==> src/design/dsk_pkg.sv <==
// ----------------------------------------------------------------------------
// dsk_pkg: shared types and constants for the decimal sort-key unit
// Field widths, character codes, key constants and the handoff struct
// between the accumulator and the key encoder.
// ----------------------------------------------------------------------------
package dsk_pkg;

   parameter int DSK_MAX_CHARS = 64;

   localparam int CHAR_W     = 8;
   localparam int EXP_W      = 18;          // holds +-99999
   localparam int EXP_WIDE_W = EXP_W + 4;   // headroom for x10 plus digit
   localparam int MANT_W     = 37;          // holds 11 decimal digits
   localparam int EB_W       = 11;          // biased exponent 2..2000
   localparam int KEY_W      = 52;

   localparam int EXP_SAT  = 99999;
   localparam int EXP_HIGH = 1000;
   localparam int EXP_LOW  = -998;
   localparam int EXP_BIAS = 1000;

   localparam logic [MANT_W-1:0] MANT_MAX         = 37'd99999999999;
   localparam logic [MANT_W-1:0] MANT_CARRY       = 37'd10000000000;
   localparam logic [MANT_W-1:0] MANT_ROUND_LIMIT = 37'd10000000000;

   localparam logic [KEY_W-1:0] KEY_SIGN_UNIT = 52'd1000000000000000;
   localparam logic [KEY_W-1:0] KEY_EXP_UNIT  = 52'd100000000000;
   localparam logic [KEY_W-1:0] KEY_OFFSET    = 52'd2200099999999999;

   localparam logic [CHAR_W-1:0] CHAR_PLUS  = 8'h2B;
   localparam logic [CHAR_W-1:0] CHAR_MINUS = 8'h2D;
   localparam logic [CHAR_W-1:0] CHAR_POINT = 8'h2E;
   localparam logic [CHAR_W-1:0] CHAR_ZERO  = 8'h30;
   localparam logic [CHAR_W-1:0] CHAR_NINE  = 8'h39;

   // finished number, handed from accumulator to key encoder
   typedef struct packed {
      logic              neg;
      logic [EB_W-1:0]   exp_biased;
      logic [MANT_W-1:0] mant;
   } final_type;

   // non-digits count as zero
   function automatic logic [3:0] digit_of(input logic [CHAR_W-1:0] c);
      if (c >= CHAR_ZERO && c <= CHAR_NINE) begin
         return 4'(c - CHAR_ZERO);
      end
      return 4'd0;
   endfunction

   function automatic logic signed [EXP_W-1:0] sat_exp(
      input logic signed [EXP_WIDE_W-1:0] v);
      if (v > EXP_WIDE_W'(EXP_SAT)) begin
         return EXP_W'(EXP_SAT);
      end
      if (v < EXP_WIDE_W'(-EXP_SAT)) begin
         return EXP_W'(-EXP_SAT);
      end
      return EXP_W'(v);
   endfunction

endpackage

==> src/design/decimal_sci_to_sort_key_unit.sv <==
// ----------------------------------------------------------------------------
// decimal_sci_to_sort_key_unit: decimal scientific text to 52-bit sort key
// Streams exponent then mantissa characters and emits one order-preserving
// key per number on the last mantissa character.
// ----------------------------------------------------------------------------
//
//   channel | direction | handshake            | payload
//   --------+-----------+----------------------+---------------------------------
//   req     | in        | req_valid/req_ready  | req_char_code, req_mode, req_last
//   rsp     | out       | rsp_valid/rsp_ready  | rsp_sort_key
//
// One character request per cycle, sustained while nothing stalls. The last
// mantissa character of a number is taken into the input register, the
// character update is then loaded into the final register, and the encoded
// key into the response register, from which it appears on rsp. The
// per-character update (x10 on the exponent and mantissa, rounding, exponent
// adjust and clamp) is one pass of logic.
// Reset is synchronous and puts the unit in its idle, empty state; req_ready
// is high in the first cycle after reset.
// A stalled rsp backs up through the final register; characters that end no
// number keep flowing until the input register holds a last mantissa
// character that has nowhere to go.
//
// Exponent and mantissa parts each take an optional leading sign. The
// mantissa keeps 11 significant digits, rounding half up on the twelfth; a
// round-up carry gives 10000000000 and bumps the exponent. Characters past
// MAX_CHARS in one part are dropped.
// ----------------------------------------------------------------------------
module decimal_sci_to_sort_key_unit #(
   parameter int MAX_CHARS = dsk_pkg::DSK_MAX_CHARS
) (
   input  logic                       clock,
   input  logic                       reset,
   input  logic                       req_valid,
   output logic                       req_ready,
   input  logic [dsk_pkg::CHAR_W-1:0] req_char_code,
   input  logic                       req_mode,
   input  logic                       req_last,
   output logic                       rsp_valid,
   input  logic                       rsp_ready,
   output logic [dsk_pkg::KEY_W-1:0]  rsp_sort_key
);
   import dsk_pkg::*;

   // finished number between accumulator and encoder
   logic      num_valid;
   logic      num_ready;
   final_type num_final;

   dsk_accum #(
      .MAX_CHARS (MAX_CHARS)
   ) u_accum (
      .clock        (clock),
      .reset        (reset),
      .in_valid     (req_valid),
      .in_ready     (req_ready),
      .in_char_code (req_char_code),
      .in_mode      (req_mode),
      .in_last      (req_last),
      .out_valid    (num_valid),
      .out_ready    (num_ready),
      .out_final    (num_final)
   );

   dsk_key u_key (
      .clock     (clock),
      .reset     (reset),
      .in_valid  (num_valid),
      .in_ready  (num_ready),
      .in_final  (num_final),
      .out_valid (rsp_valid),
      .out_ready (rsp_ready),
      .out_key   (rsp_sort_key)
   );

endmodule

==> src/design/dsk_accum.sv <==
// ----------------------------------------------------------------------------
// dsk_accum: character accumulator
// Input register, per-character update of exponent and mantissa state, and
// a final register that holds the adjusted, clamped number of each finished number.
// ----------------------------------------------------------------------------
module dsk_accum #(
   parameter int MAX_CHARS = dsk_pkg::DSK_MAX_CHARS
) (
   input  logic                        clock,
   input  logic                        reset,
   input  logic                        in_valid,
   output logic                        in_ready,
   input  logic [dsk_pkg::CHAR_W-1:0]  in_char_code,
   input  logic                        in_mode,
   input  logic                        in_last,
   output logic                        out_valid,
   input  logic                        out_ready,
   output dsk_pkg::final_type          out_final
);
   import dsk_pkg::*;

   localparam int POS_W = $clog2(MAX_CHARS + 1);
   localparam int ADJ_W = POS_W + 2;
   localparam int E_W   = ((EXP_W > ADJ_W) ? EXP_W : ADJ_W) + 1;
   localparam logic [POS_W-1:0] POS_LIMIT = POS_W'(MAX_CHARS);

   // input register
   logic              in_valid_ff;
   logic [CHAR_W-1:0] char_ff;
   logic              mode_ff;
   logic              last_ff;

   // number state
   logic signed [EXP_W-1:0] exp_ff,       exp_in;
   logic                    exp_neg_ff,   exp_neg_in;
   logic [MANT_W-1:0]       mant_ff,      mant_in;
   logic                    mant_neg_ff,  mant_neg_in;
   logic [POS_W-1:0]        pos_ff,       pos_in;
   logic [POS_W-1:0]        point_ff,     point_in;
   logic                    point_vld_ff, point_vld_in;
   logic [POS_W-1:0]        nz_ff,        nz_in;
   logic                    seen_nz_ff,   seen_nz_in;
   logic                    rnd_done_ff,  rnd_done_in;
   logic                    start_ff,     start_in;

   // output register
   logic      out_valid_ff;
   final_type final_ff, final_in;

   // state after this character, before any end-of-part clear
   logic signed [EXP_W-1:0] exp_upd;
   logic                    exp_neg_upd;
   logic [MANT_W-1:0]       mant_upd;
   logic                    mant_neg_upd;
   logic [POS_W-1:0]        pos_upd;
   logic [POS_W-1:0]        point_upd;
   logic                    point_vld_upd;
   logic [POS_W-1:0]        nz_upd;
   logic                    seen_nz_upd;
   logic                    rnd_done_upd;

   logic                         active, is_sign, is_point, is_neg_sign;
   logic [3:0]                   dig;
   logic signed [EXP_WIDE_W-1:0] exp_wide, exp_times, dig_wide, dig_signed;
   logic signed [EXP_W-1:0]      exp_dig, exp_inc;
   logic [MANT_W-1:0]            mant_times, mant_round;
   logic                         mant_over, round_up, mant_carry;

   logic [POS_W-1:0]        pt_eff, nz_eff;
   logic signed [ADJ_W-1:0] adj;
   logic signed [E_W-1:0]   e_full, e_clamp, e_biased;

   logic emit, consume, out_en;

   assign emit    = mode_ff && last_ff;
   assign out_en  = !out_valid_ff || out_ready;
   assign consume = in_valid_ff && (!emit || out_en);
   assign in_ready = !in_valid_ff || consume;

   // character decode and arithmetic candidates
   always_comb begin
      active      = pos_ff < POS_LIMIT;
      is_sign     = start_ff && (char_ff == CHAR_PLUS || char_ff == CHAR_MINUS);
      is_neg_sign = char_ff == CHAR_MINUS;
      is_point    = char_ff == CHAR_POINT;
      dig         = digit_of(char_ff);

      exp_wide   = EXP_WIDE_W'(exp_ff);
      exp_times  = (exp_wide <<< 3) + (exp_wide <<< 1);
      dig_wide   = $signed(EXP_WIDE_W'(dig));
      dig_signed = exp_neg_ff ? -dig_wide : dig_wide;
      exp_dig    = sat_exp(exp_times + dig_signed);
      exp_inc    = sat_exp(exp_wide + EXP_WIDE_W'(1));

      // x10 only used while below 10^10, so it cannot overflow
      mant_times = (mant_ff << 3) + (mant_ff << 1) + MANT_W'(dig);
      mant_over  = mant_ff >= MANT_ROUND_LIMIT;
      round_up   = dig >= 4'd5;
      mant_round = mant_ff + MANT_W'(round_up);
      mant_carry = (mant_ff == MANT_MAX) && round_up;
   end

   // per-character update
   always_comb begin
      exp_upd       = exp_ff;
      exp_neg_upd   = exp_neg_ff;
      mant_upd      = mant_ff;
      mant_neg_upd  = mant_neg_ff;
      pos_upd       = pos_ff;
      point_upd     = point_ff;
      point_vld_upd = point_vld_ff;
      nz_upd        = nz_ff;
      seen_nz_upd   = seen_nz_ff;
      rnd_done_upd  = rnd_done_ff;
      if (active) begin
         pos_upd = pos_ff + POS_W'(1);
         if (!mode_ff) begin
            if (is_sign) begin
               exp_neg_upd = is_neg_sign;
            end else begin
               exp_upd = exp_dig;
            end
         end else if (is_sign) begin
            mant_neg_upd = is_neg_sign;
         end else begin
            if (is_point) begin
               point_upd     = pos_ff;
               point_vld_upd = 1'b1;
            end else if (!seen_nz_ff && dig != 4'd0) begin
               nz_upd      = pos_ff;
               seen_nz_upd = 1'b1;
            end
            if (!rnd_done_ff && !is_point) begin
               if (mant_over) begin
                  rnd_done_upd = 1'b1;
                  if (mant_carry) begin
                     mant_upd = MANT_CARRY;
                     exp_upd  = exp_inc;
                  end else begin
                     mant_upd = mant_round;
                  end
               end else begin
                  mant_upd = mant_times;
               end
            end
         end
      end
   end

   // exponent adjust, zero force and clamp for the finished number
   always_comb begin
      pt_eff = point_vld_upd ? point_upd : pos_upd;
      nz_eff = seen_nz_upd ? nz_upd : pos_upd;
      adj    = $signed({2'b00, pt_eff}) - $signed({2'b00, nz_eff})
               + $signed({{(ADJ_W-1){1'b0}}, (nz_eff > pt_eff)});
      e_full = E_W'(exp_upd) + E_W'(adj);
      if (mant_upd == '0) begin
         e_clamp = '0;
      end else if (e_full > E_W'(EXP_HIGH)) begin
         e_clamp = E_W'(EXP_HIGH);
      end else if (e_full < E_W'(EXP_LOW)) begin
         e_clamp = E_W'(EXP_LOW);
      end else begin
         e_clamp = e_full;
      end
      e_biased            = e_clamp + E_W'(EXP_BIAS);
      final_in.neg        = mant_neg_upd;
      final_in.exp_biased = e_biased[EB_W-1:0];
      final_in.mant       = mant_upd;
   end

   // end of part: exponent part keeps the exponent, mantissa part clears all
   always_comb begin
      exp_in       = exp_upd;
      exp_neg_in   = exp_neg_upd;
      mant_in      = mant_upd;
      mant_neg_in  = mant_neg_upd;
      pos_in       = pos_upd;
      point_in     = point_upd;
      point_vld_in = point_vld_upd;
      nz_in        = nz_upd;
      seen_nz_in   = seen_nz_upd;
      rnd_done_in  = rnd_done_upd;
      start_in     = start_ff && !active;
      if (last_ff) begin
         mant_in      = '0;
         mant_neg_in  = 1'b0;
         pos_in       = '0;
         point_in     = '0;
         point_vld_in = 1'b0;
         nz_in        = '0;
         seen_nz_in   = 1'b0;
         rnd_done_in  = 1'b0;
         start_in     = 1'b1;
         if (mode_ff) begin
            exp_in     = '0;
            exp_neg_in = 1'b0;
         end
      end
   end

   always_ff @(posedge clock) begin
      if (reset) begin
         in_valid_ff  <= 1'b0;
         out_valid_ff <= 1'b0;
         exp_ff       <= '0;
         exp_neg_ff   <= 1'b0;
         mant_ff      <= '0;
         mant_neg_ff  <= 1'b0;
         pos_ff       <= '0;
         point_ff     <= '0;
         point_vld_ff <= 1'b0;
         nz_ff        <= '0;
         seen_nz_ff   <= 1'b0;
         rnd_done_ff  <= 1'b0;
         start_ff     <= 1'b1;
      end else begin
         if (in_ready) begin
            in_valid_ff <= in_valid;
         end
         if (out_en) begin
            out_valid_ff <= consume && emit;
         end
         if (consume) begin
            exp_ff       <= exp_in;
            exp_neg_ff   <= exp_neg_in;
            mant_ff      <= mant_in;
            mant_neg_ff  <= mant_neg_in;
            pos_ff       <= pos_in;
            point_ff     <= point_in;
            point_vld_ff <= point_vld_in;
            nz_ff        <= nz_in;
            seen_nz_ff   <= seen_nz_in;
            rnd_done_ff  <= rnd_done_in;
            start_ff     <= start_in;
         end
      end
   end

   // payload, no reset
   always_ff @(posedge clock) begin
      if (in_ready) begin
         char_ff <= in_char_code;
         mode_ff <= in_mode;
         last_ff <= in_last;
      end
      if (consume && emit) begin
         final_ff <= final_in;
      end
   end

   assign out_valid = out_valid_ff;
   assign out_final = final_ff;

endmodule

==> src/design/dsk_key.sv <==
// ----------------------------------------------------------------------------
// dsk_key: sort key encoder
// Packs sign, biased exponent and mantissa into the order-preserving key and
// holds it in the response register.
// ----------------------------------------------------------------------------
module dsk_key (
   input  logic                       clock,
   input  logic                       reset,
   input  logic                       in_valid,
   output logic                       in_ready,
   input  dsk_pkg::final_type         in_final,
   output logic                       out_valid,
   input  logic                       out_ready,
   output logic [dsk_pkg::KEY_W-1:0]  out_key
);
   import dsk_pkg::*;

   logic             out_valid_ff;
   logic [KEY_W-1:0] key_ff, key_in;
   logic [KEY_W-1:0] sign_part, exp_part, body;

   assign in_ready = !out_valid_ff || out_ready;

   always_comb begin
      sign_part = in_final.neg ? KEY_SIGN_UNIT : (KEY_SIGN_UNIT << 1);
      exp_part  = KEY_W'(in_final.exp_biased) * KEY_EXP_UNIT;
      body      = sign_part + exp_part + KEY_W'(in_final.mant);
      key_in    = in_final.neg ? (KEY_OFFSET - body) : (body + KEY_OFFSET);
   end

   always_ff @(posedge clock) begin
      if (reset) begin
         out_valid_ff <= 1'b0;
      end else if (in_ready) begin
         out_valid_ff <= in_valid;
      end
   end

   always_ff @(posedge clock) begin
      if (in_ready && in_valid) begin
         key_ff <= key_in;
      end
   end

   assign out_valid = out_valid_ff;
   assign out_key   = key_ff;

endmodule

==> config.mk <==
export PLATFORM = sky130hd
export DESIGN_NAME = decimal_sci_to_sort_key_unit
export DESIGN_NICKNAME = d
export VERILOG_FILES = /design/src/design/dsk_pkg.sv /design/src/design/decimal_sci_to_sort_key_unit.sv /design/src/design/dsk_accum.sv /design/src/design/dsk_key.sv
export SDC_FILE = /design/constraint.sdc
export NUM_CORES = 1
export LEC_CHECK = 0
export BUFFER_PORTS_ARGS = -buffer_cell sky130_fd_sc_hd__buf_2
export CORE_MARGIN = 1
export CORE_UTILIZATION = 45
export CTS_BUF_LIST = sky130_fd_sc_hd__clkbuf_8
export DETAILED_ROUTE_END_ITERATION = 8
export GPL_TIMING_DRIVEN = 0
export PLACE_DENSITY = 0.69
export SETUP_SLACK_MARGIN = 0.2
export SLEW_MARGIN = 10
export SYNTH_ARGS = -nofsm -noshare
export SYNTH_HDL_FRONTEND = slang
export SYNTH_HIERARCHICAL = 1
export SYNTH_SLANG_ARGS = --single-unit
==> constraint.sdc <==
create_clock -name clock -period 9.2 [get_ports clock]
set_input_delay 1.84 -clock clock [delete_from_list [all_inputs] [get_ports clock]]
set_output_delay 1.84 -clock clock [all_outputs]
set_load 0.01 [all_outputs]
# Word level (Yosys, flattened, before mapping)
# Index checks and enable logic that the tools add are counted.
# totals
inputBits	14
output_inout_bits	54
wordCells	167
regBits	196
# classes
order_cmp	12
mux	81
n_reduce_logical	30
eq_ne	5
multipliers	1
n_addsub	17
# op_table
op	n
$mux 18	17
$mux 37	7
$mux 7	15
$add 52x37->52	1
$add 52x48->52	1
$add 52x51->52 const B	1
$mux 52	1
$sub 51x52->52 const A	1
$mux 51	1
$gt 22x18->1 const B	2
$lt 22x18->1 const B	2
$add 37x1->37	1
$add 37x37->37	1
$add 37x4->37	1
$eq 37x37->1 const B	1
$ge 37x34->1 const B	1
$logic_not 37->1	1
$mul 11x26->37 const B	1
$mux 1	34
$mux 11	3
$eq 8x6->1 const B	3
$add 21x19->22	1
$add 22x22->22	1
$mux 22	1
23 further kinds	47

# Depth between registers and ports, before layout
# logic_depth
depth_word	21
ltp_mapped	41
mapped_depth_nobuf	40

# Cells and area by module
# The synthesis kept the hierarchy.
# modules_own_cells
mod	seq_area_each_um2	n_inst	cells_each	area_per_inst_um2
dsk_accum	3453.3	1	1811	14388.8
dsk_key	1581.5	1	1278	11227.0

# Worst setup path after synthesis
# No wires, ideal clock.
# synth_timing
path_type	reg2reg
from	register u_accum.char_ff[2]
to	register u_accum.final_ff (netlist bit u_accum/out_final[46]) (data pin)
setup_ns	0.256
arrival_ns	8.691
n_path_buf	2
path_slack_ns	0.253
stages_incl_launch_ff	38
required_ns	8.944
period_less_slack_ns	8.947
cell_sequence	edfxtp_1 > clkbuf_1 > or2_2 > a21oi_1 > nand2_1 > ha_1 > o21ai_0 > and2_1 > fa_1 > ha_1 > or4_1 > o21a_1 > a21bo_2 > a2111oi_0 > nor4_1 > o211ai_1 > nand2_1 > clkbuf_1 > (+2 left out) > fa_1 > fa_1 > nor2b_1 > o31ai_1 > a211o_1 > a31oi_1 > nand4_1 > a21boi_0 > o21ai_0 > o31a_1 > o41a_1 > nor2_1 > a21oi_1 > ha_1 > nor2_1 > mux2_2 > nand2_1 > o211a_1
# synth_between
elab_chain_len	21
elab_cells_between_ends	75
classes_between	9 x add/sub; 8 x order compare; 3 x eq/ne; 46 x mux; 9 x reduce/logical
# synth_rtl
item	line	source
start: declaration	dsk_accum.sv:29	logic [CHAR_W-1:0] char_ff;
start signal: assignment	dsk_accum.sv:243	char_ff <= in_char_code;
$ge 8x6->1 / $le 8x6->1 (equally long branches)	dsk_pkg.sv:45	if (c >= CHAR_ZERO && c <= CHAR_NINE) begin
$logic_and 1x1->1	dsk_pkg.sv:45	
$mux 1	dsk_pkg.sv:45	
$mux 4	dsk_pkg.sv:48	return 4'd0;
$neg 4->22	dsk_accum.sv:91	dig_signed = exp_neg_ff ? -dig_wide : dig_wide;
$mux 22	dsk_accum.sv:91	
$add 22x22->22	dsk_accum.sv:92	exp_dig = sat_exp(exp_times + dig_signed);
$lt 22x18->1	dsk_pkg.sv:56	if (v < EXP_WIDE_W'(-EXP_SAT)) begin
(+6 left out)	-	
$mux 18	dsk_accum.sv:115	if (active) begin
$add 18x9->19	dsk_accum.sv:156	e_full = E_W'(exp_upd) + E_W'(adj);
$lt 19x11->1	dsk_accum.sv:161	end else if (e_full < E_W'(EXP_LOW)) begin
$mux 11	dsk_accum.sv:161	
$mux 11	dsk_accum.sv:159	end else if (e_full > E_W'(EXP_HIGH)) begin
$mux 11 (*)	dsk_accum.sv:157	if (mant_upd == '0) begin
$add 11x11->11 (*)	dsk_accum.sv:166	e_biased = e_clamp + E_W'(EXP_BIAS);
net u_accum.e_biased[9]	dsk_accum.sv:71	logic signed [E_W-1:0] e_full, e_clamp, e_biased;
end signal: assignment	dsk_accum.sv:248	final_ff <= final_in;
end: declaration	dsk_accum.sv:48	final_type final_ff, final_in;
# The timed path passes the listed nets; every way through them passes the cells marked *. The select of a mux whose other input is x is not followed.
# A chain may end at the register's enable or synchronous reset.

# Worst setup path after layout
# layout_timing
from	register u_accum.final_ff (netlist bit u_accum/out_final[42])
to	register u_key.key_ff[46] (netlist: u_key/out_key[46]) (data pin)
# layout_between
elab_chain_len	5
elab_cells_between_ends	6
classes_between	4 x add/sub; 1 x mul; 1 x mux
# layout_rtl
item	line	source
$mul 11x26->37 (*)	dsk_key.sv:26	exp_part = KEY_W'(in_final.exp_biased) * KEY_EXP_UNIT;
$add 52x48->52 (*)	dsk_key.sv:27	body = sign_part + exp_part + KEY_W'(in_final.mant);
$add 52x37->52 (*)	dsk_key.sv:27	
$add 52x51->52 / $sub 51x52->52 (equally long branches)	dsk_key.sv:28	key_in = in_final.neg ? (KEY_OFFSET - body) : (body + KEY_OFFSET);
$mux 52 (*)	dsk_key.sv:28	
net u_key.key_in[46]	dsk_key.sv:19	logic [KEY_W-1:0] key_ff, key_in;
end signal: assignment	dsk_key.sv:41	key_ff <= key_in;
end: declaration	dsk_key.sv:19	
# The timed path passes the listed nets; every way through them passes the cells marked *.

==> metrics.md <==
| Metric | Value |
|---|---|
| Area contributors post-synth | ha_1, edfxtp_1, fa_1, dfxtp_1, a21oi_1 |
| CTS tree | yes |
| Syn nets | 3,508 |
| Min-delay src | u_accum/out_valid |
| DRC viols | 0 |
| Initial antenna violation count | 3 |
| DR WL/cell | 18.5 um |
| Synth Instances | just over 3,000 |
| Critical Path Max Stage Delay | 0.61 ns |
| Crit path required time | 9.52 ns |
| Crit path top cell by count | fa_1 |
| Reg-to-reg endpoint | u_key/out_key[46] |
| Area of placed instances | 26,900 sq um |
| Tot GR Track Use | 25.5% |
| Crit Path Max Fanout | 7 |
| Area of the mapped netlist | 25,600 sq um |
| Post-Layout Cell Count | 4,017 |
| Die X | between 200 and 250 um |
| Post-synth EDFFs | 111 |
| Final setup vio count | 0 |
| Routed Antenna Nets | 0 |
| R2r setup slk | 0.44 ns |
| Period minus WS final | 8.76 ns |
| Largest net degree at the start of global routing | 39 |
| Top FF cell, synth | edfxtp_1 |
| Clk_lat worst skew | 0.59 ns |
| Clock tree sinks | 196 |
| # H-tree levels | 4 |
| DRT Pass-1 Iters | 6 |
| Hold depth | 2 |
| Async set-or-reset flop fraction in the synthesized netlist | 0% |
| Hold Fails Final Rpt | 0 |
| Critical R2R Launch | u_accum/out_final[42] |
| Fraction of layout cells with a size suffix above 1 | 12.2% |
| HPWL Detailed | roughly 59,000 um |
| Ports | slightly below 70 |
| Placed cell count | 3,915 |
| Drt via density | between 6 and 7 |
| RSZ-0062 raised after global routing | no |
| Average size of a mapped cell | 8.29 sq um |
| Share of the synthesized area in the top cell type | 13.7% |
| Number of port buffers | 67 |
| Worst-Margin Slew | 1.04 ns |
| Hold Buf Count CTS | 0 |
| Multi-input logic area | 19,800 sq um |
| Worst Hold Class | flop to flop |
| Post-route cell area | 28,700 sq um |
| Chip height | 241 um |
| Critical Path Sink Type | flop |
| Vias after detailed routing | ~24,000 |
| Core area | 56,300 sq um |
| Part of the cycle the worst path needs | 95.3% |
| Starting Density | 45.5% |
| Hold endpoint | u_key/out_valid |
| Max cap viols | 0 |
| Area leader, netlist | ha_1 |
| Count of unique library cells instantiated by Yosys | 113 |
| Clock buffer depth | 2 |
| Area Overhead vs Synth | 12.2% |
| DRT iter0 DRCs | 2,102 |
| Worst Path Arrival | 9.09 ns |
| Critical-path top delay cell | or4_4 |
| FILL cells | 5,366 |
| WS Path Type | flop to flop |
| Register area share after synthesis | 19.7% |
| Num CTS Buffers | 17 |
| Yosys reg bits | 196 |
| Reg2Reg Depth | 31 |
| Max-slew violation count | 0 |
| Core Rows | 87 |
| Nets | approximately 3,700 |
| First-pass GRT wire length | between 100,000 and 150,000 um |
| Outcome | complete, no violations |
| Routability cong. | around 0.98 |
| Fmax | 114 MHz |
| Storage cell area | 5030 sq um |
| Crit start category | flop |
| Vias in the first global route | 22,300 |
| Clk pin slew, worst setup/hold paths | 0.11 ns |
| Die ar. | 57,900 sq um |
| Root Buffer | clkbuf_8 |
| Relative slew slack | 29.9% |
| Yosys synthesis warning count | 6 |
| Final WL | 74,400 um |
| Gr ovfl total | 0 |
| Clk_skew | 0.0249 ns |
layout make-up:
type                            instances  share of cell area (%)
Timing Repair Buffer                  139                    3.14
Multi-Input combinational cell       2465                    68.8
Clock inverter                         15                   0.483
Antenna cell                            1                 0.00871
Buffer                                144                    2.19
Tap cell                              756                    3.29
Clock buffer                           17                   0.814
Sequential cell                       196                    17.5
Inverter                              284                    3.71
cell usage in the layout, fill, tap and decap left out, drive strengths merged, types with 13 or more instances in the layout:
cell     count
and3        37
nand3       91
a22oi       64
or3         31
o22ai       22
and2        30
nand2b      30
or2         19
buf        171
clkbuf     129
inv        295
fa         124
nor3        83
nor2b       19
a211o       15
ha         281
nand2      174
nor4        39
o211ai      47
o21a        35
edfxtp     111
a21o        55
nand4       45
o211a       13
a21oi      267
o21bai      21
o21ai      175
a211oi      30
nor2       240
o31ai       13
o2111ai     15
a31oi       38
dfxtp       85
mux2i       19
xor2        55
xnor2      123
registers in the layout, indices dropped and copies added, names as in the netlist, 7 cells and up:
name and count:
u_accum/exp_ff 18, u_accum/pos_ff 7, u_accum/char_ff 8, u_accum/nz_ff 7, u_key/out_key 52, u_accum/point_ff 7, u_accum/out_final 49, u_accum/mant_ff 37
cell usage after synthesis (all sizes together), types with 12 or more instances:
library cell / instances
inv: 283
ha: 281
a21oi: 267
nor2: 240
o21ai: 175
nand2: 174
fa: 124
xnor2: 123
clkbuf: 117
edfxtp: 111
nand3: 91
dfxtp: 85
nor3: 83
a22oi: 64
a21o: 55
xor2: 55
o211ai: 47
nand4: 45
nor4: 39
a31oi: 38
and3: 37
o21a: 35
or3: 31
a211oi: 30
and2: 30
nand2b: 30
buf: 27
o22ai: 22
o21bai: 21
mux2i: 19
nor2b: 19
or2: 19
a211o: 15
o2111ai: 15
o211a: 13
o31ai: 13
and4: 12
nor3b: 12
or4: 12
routing by layer:
layer  GRT usage [%]  part of all wire [%]  vias to the layer above
li1                -                     -                    11700
met1            34.3                    44                    11500
met2            41.7                    47                      846
met3            4.01                   6.5                      146
met4            7.80                   2.6                        4
met5               0                 0.036                        -
kinds of logic (layout without fill, tap and decap cells):
family                   after synthesis  in the layout  synth area share (%)
XOR/XNOR                             178            178                  6.12
buffers and inverters                428            599                  6.48
adder cells (fa/ha/maj)              405            405                  23.4
multiplexers                          25             25                  1.01
AND/OR/NAND/NOR                      910            910                  18.3
flip-flops                           196            196                  19.7
other                                  0              1                     0
AO/OA/AOI/OAI                        947            947                  25.0
worst max-delay path: cells and delay by family, from the launching register on:
kind            cells  cell delay [ns]
compound gates     15             2.83
xor+xnor            2             0.25
fa+ha+maj           8             3.65
buf+inv             4             0.47
flops               1             0.49
simple gates        2             0.78
what timing repair did:
action	CTS	global route
pin swaps	9	62
endpoints found under the setup margin	27	29
buffers inserted	26	43
gates resized for setup	64	148
metrics by stage:
step	setup TNS [ns]	utilization, %	setup slack, ns	hold WS [ns]
final	0	51.1	0.435	0.473
after detailed placement	-13.77	47.9	-1.60	0.453
after floorplan	0	-	0.253	0.428
after global routing	0	51.1	0.0977	0.502
after global placement	-14.23	47.8	-1.64	0.451
after CTS	0	49.4	0.193	0.471
worst max path at each step:
stage,startpoint,endpoint,cells after the start
CTS,u_accum/char_ff[2],u_accum/out_final[46],38
global route,u_accum/char_ff[2],u_accum/out_final[46],37
floorplan,u_accum/char_ff[2],u_accum/out_final[46],37
global placement,u_accum/char_ff[6],u_accum/out_final[46],35
detailed placement,u_accum/char_ff[6],u_accum/out_final[46],35
finish,u_accum/out_final[42],u_key/out_key[46],31
Power is not shown: default switching activity piles up to over one toggle a cycle in this logic, so the estimate is an artifact.
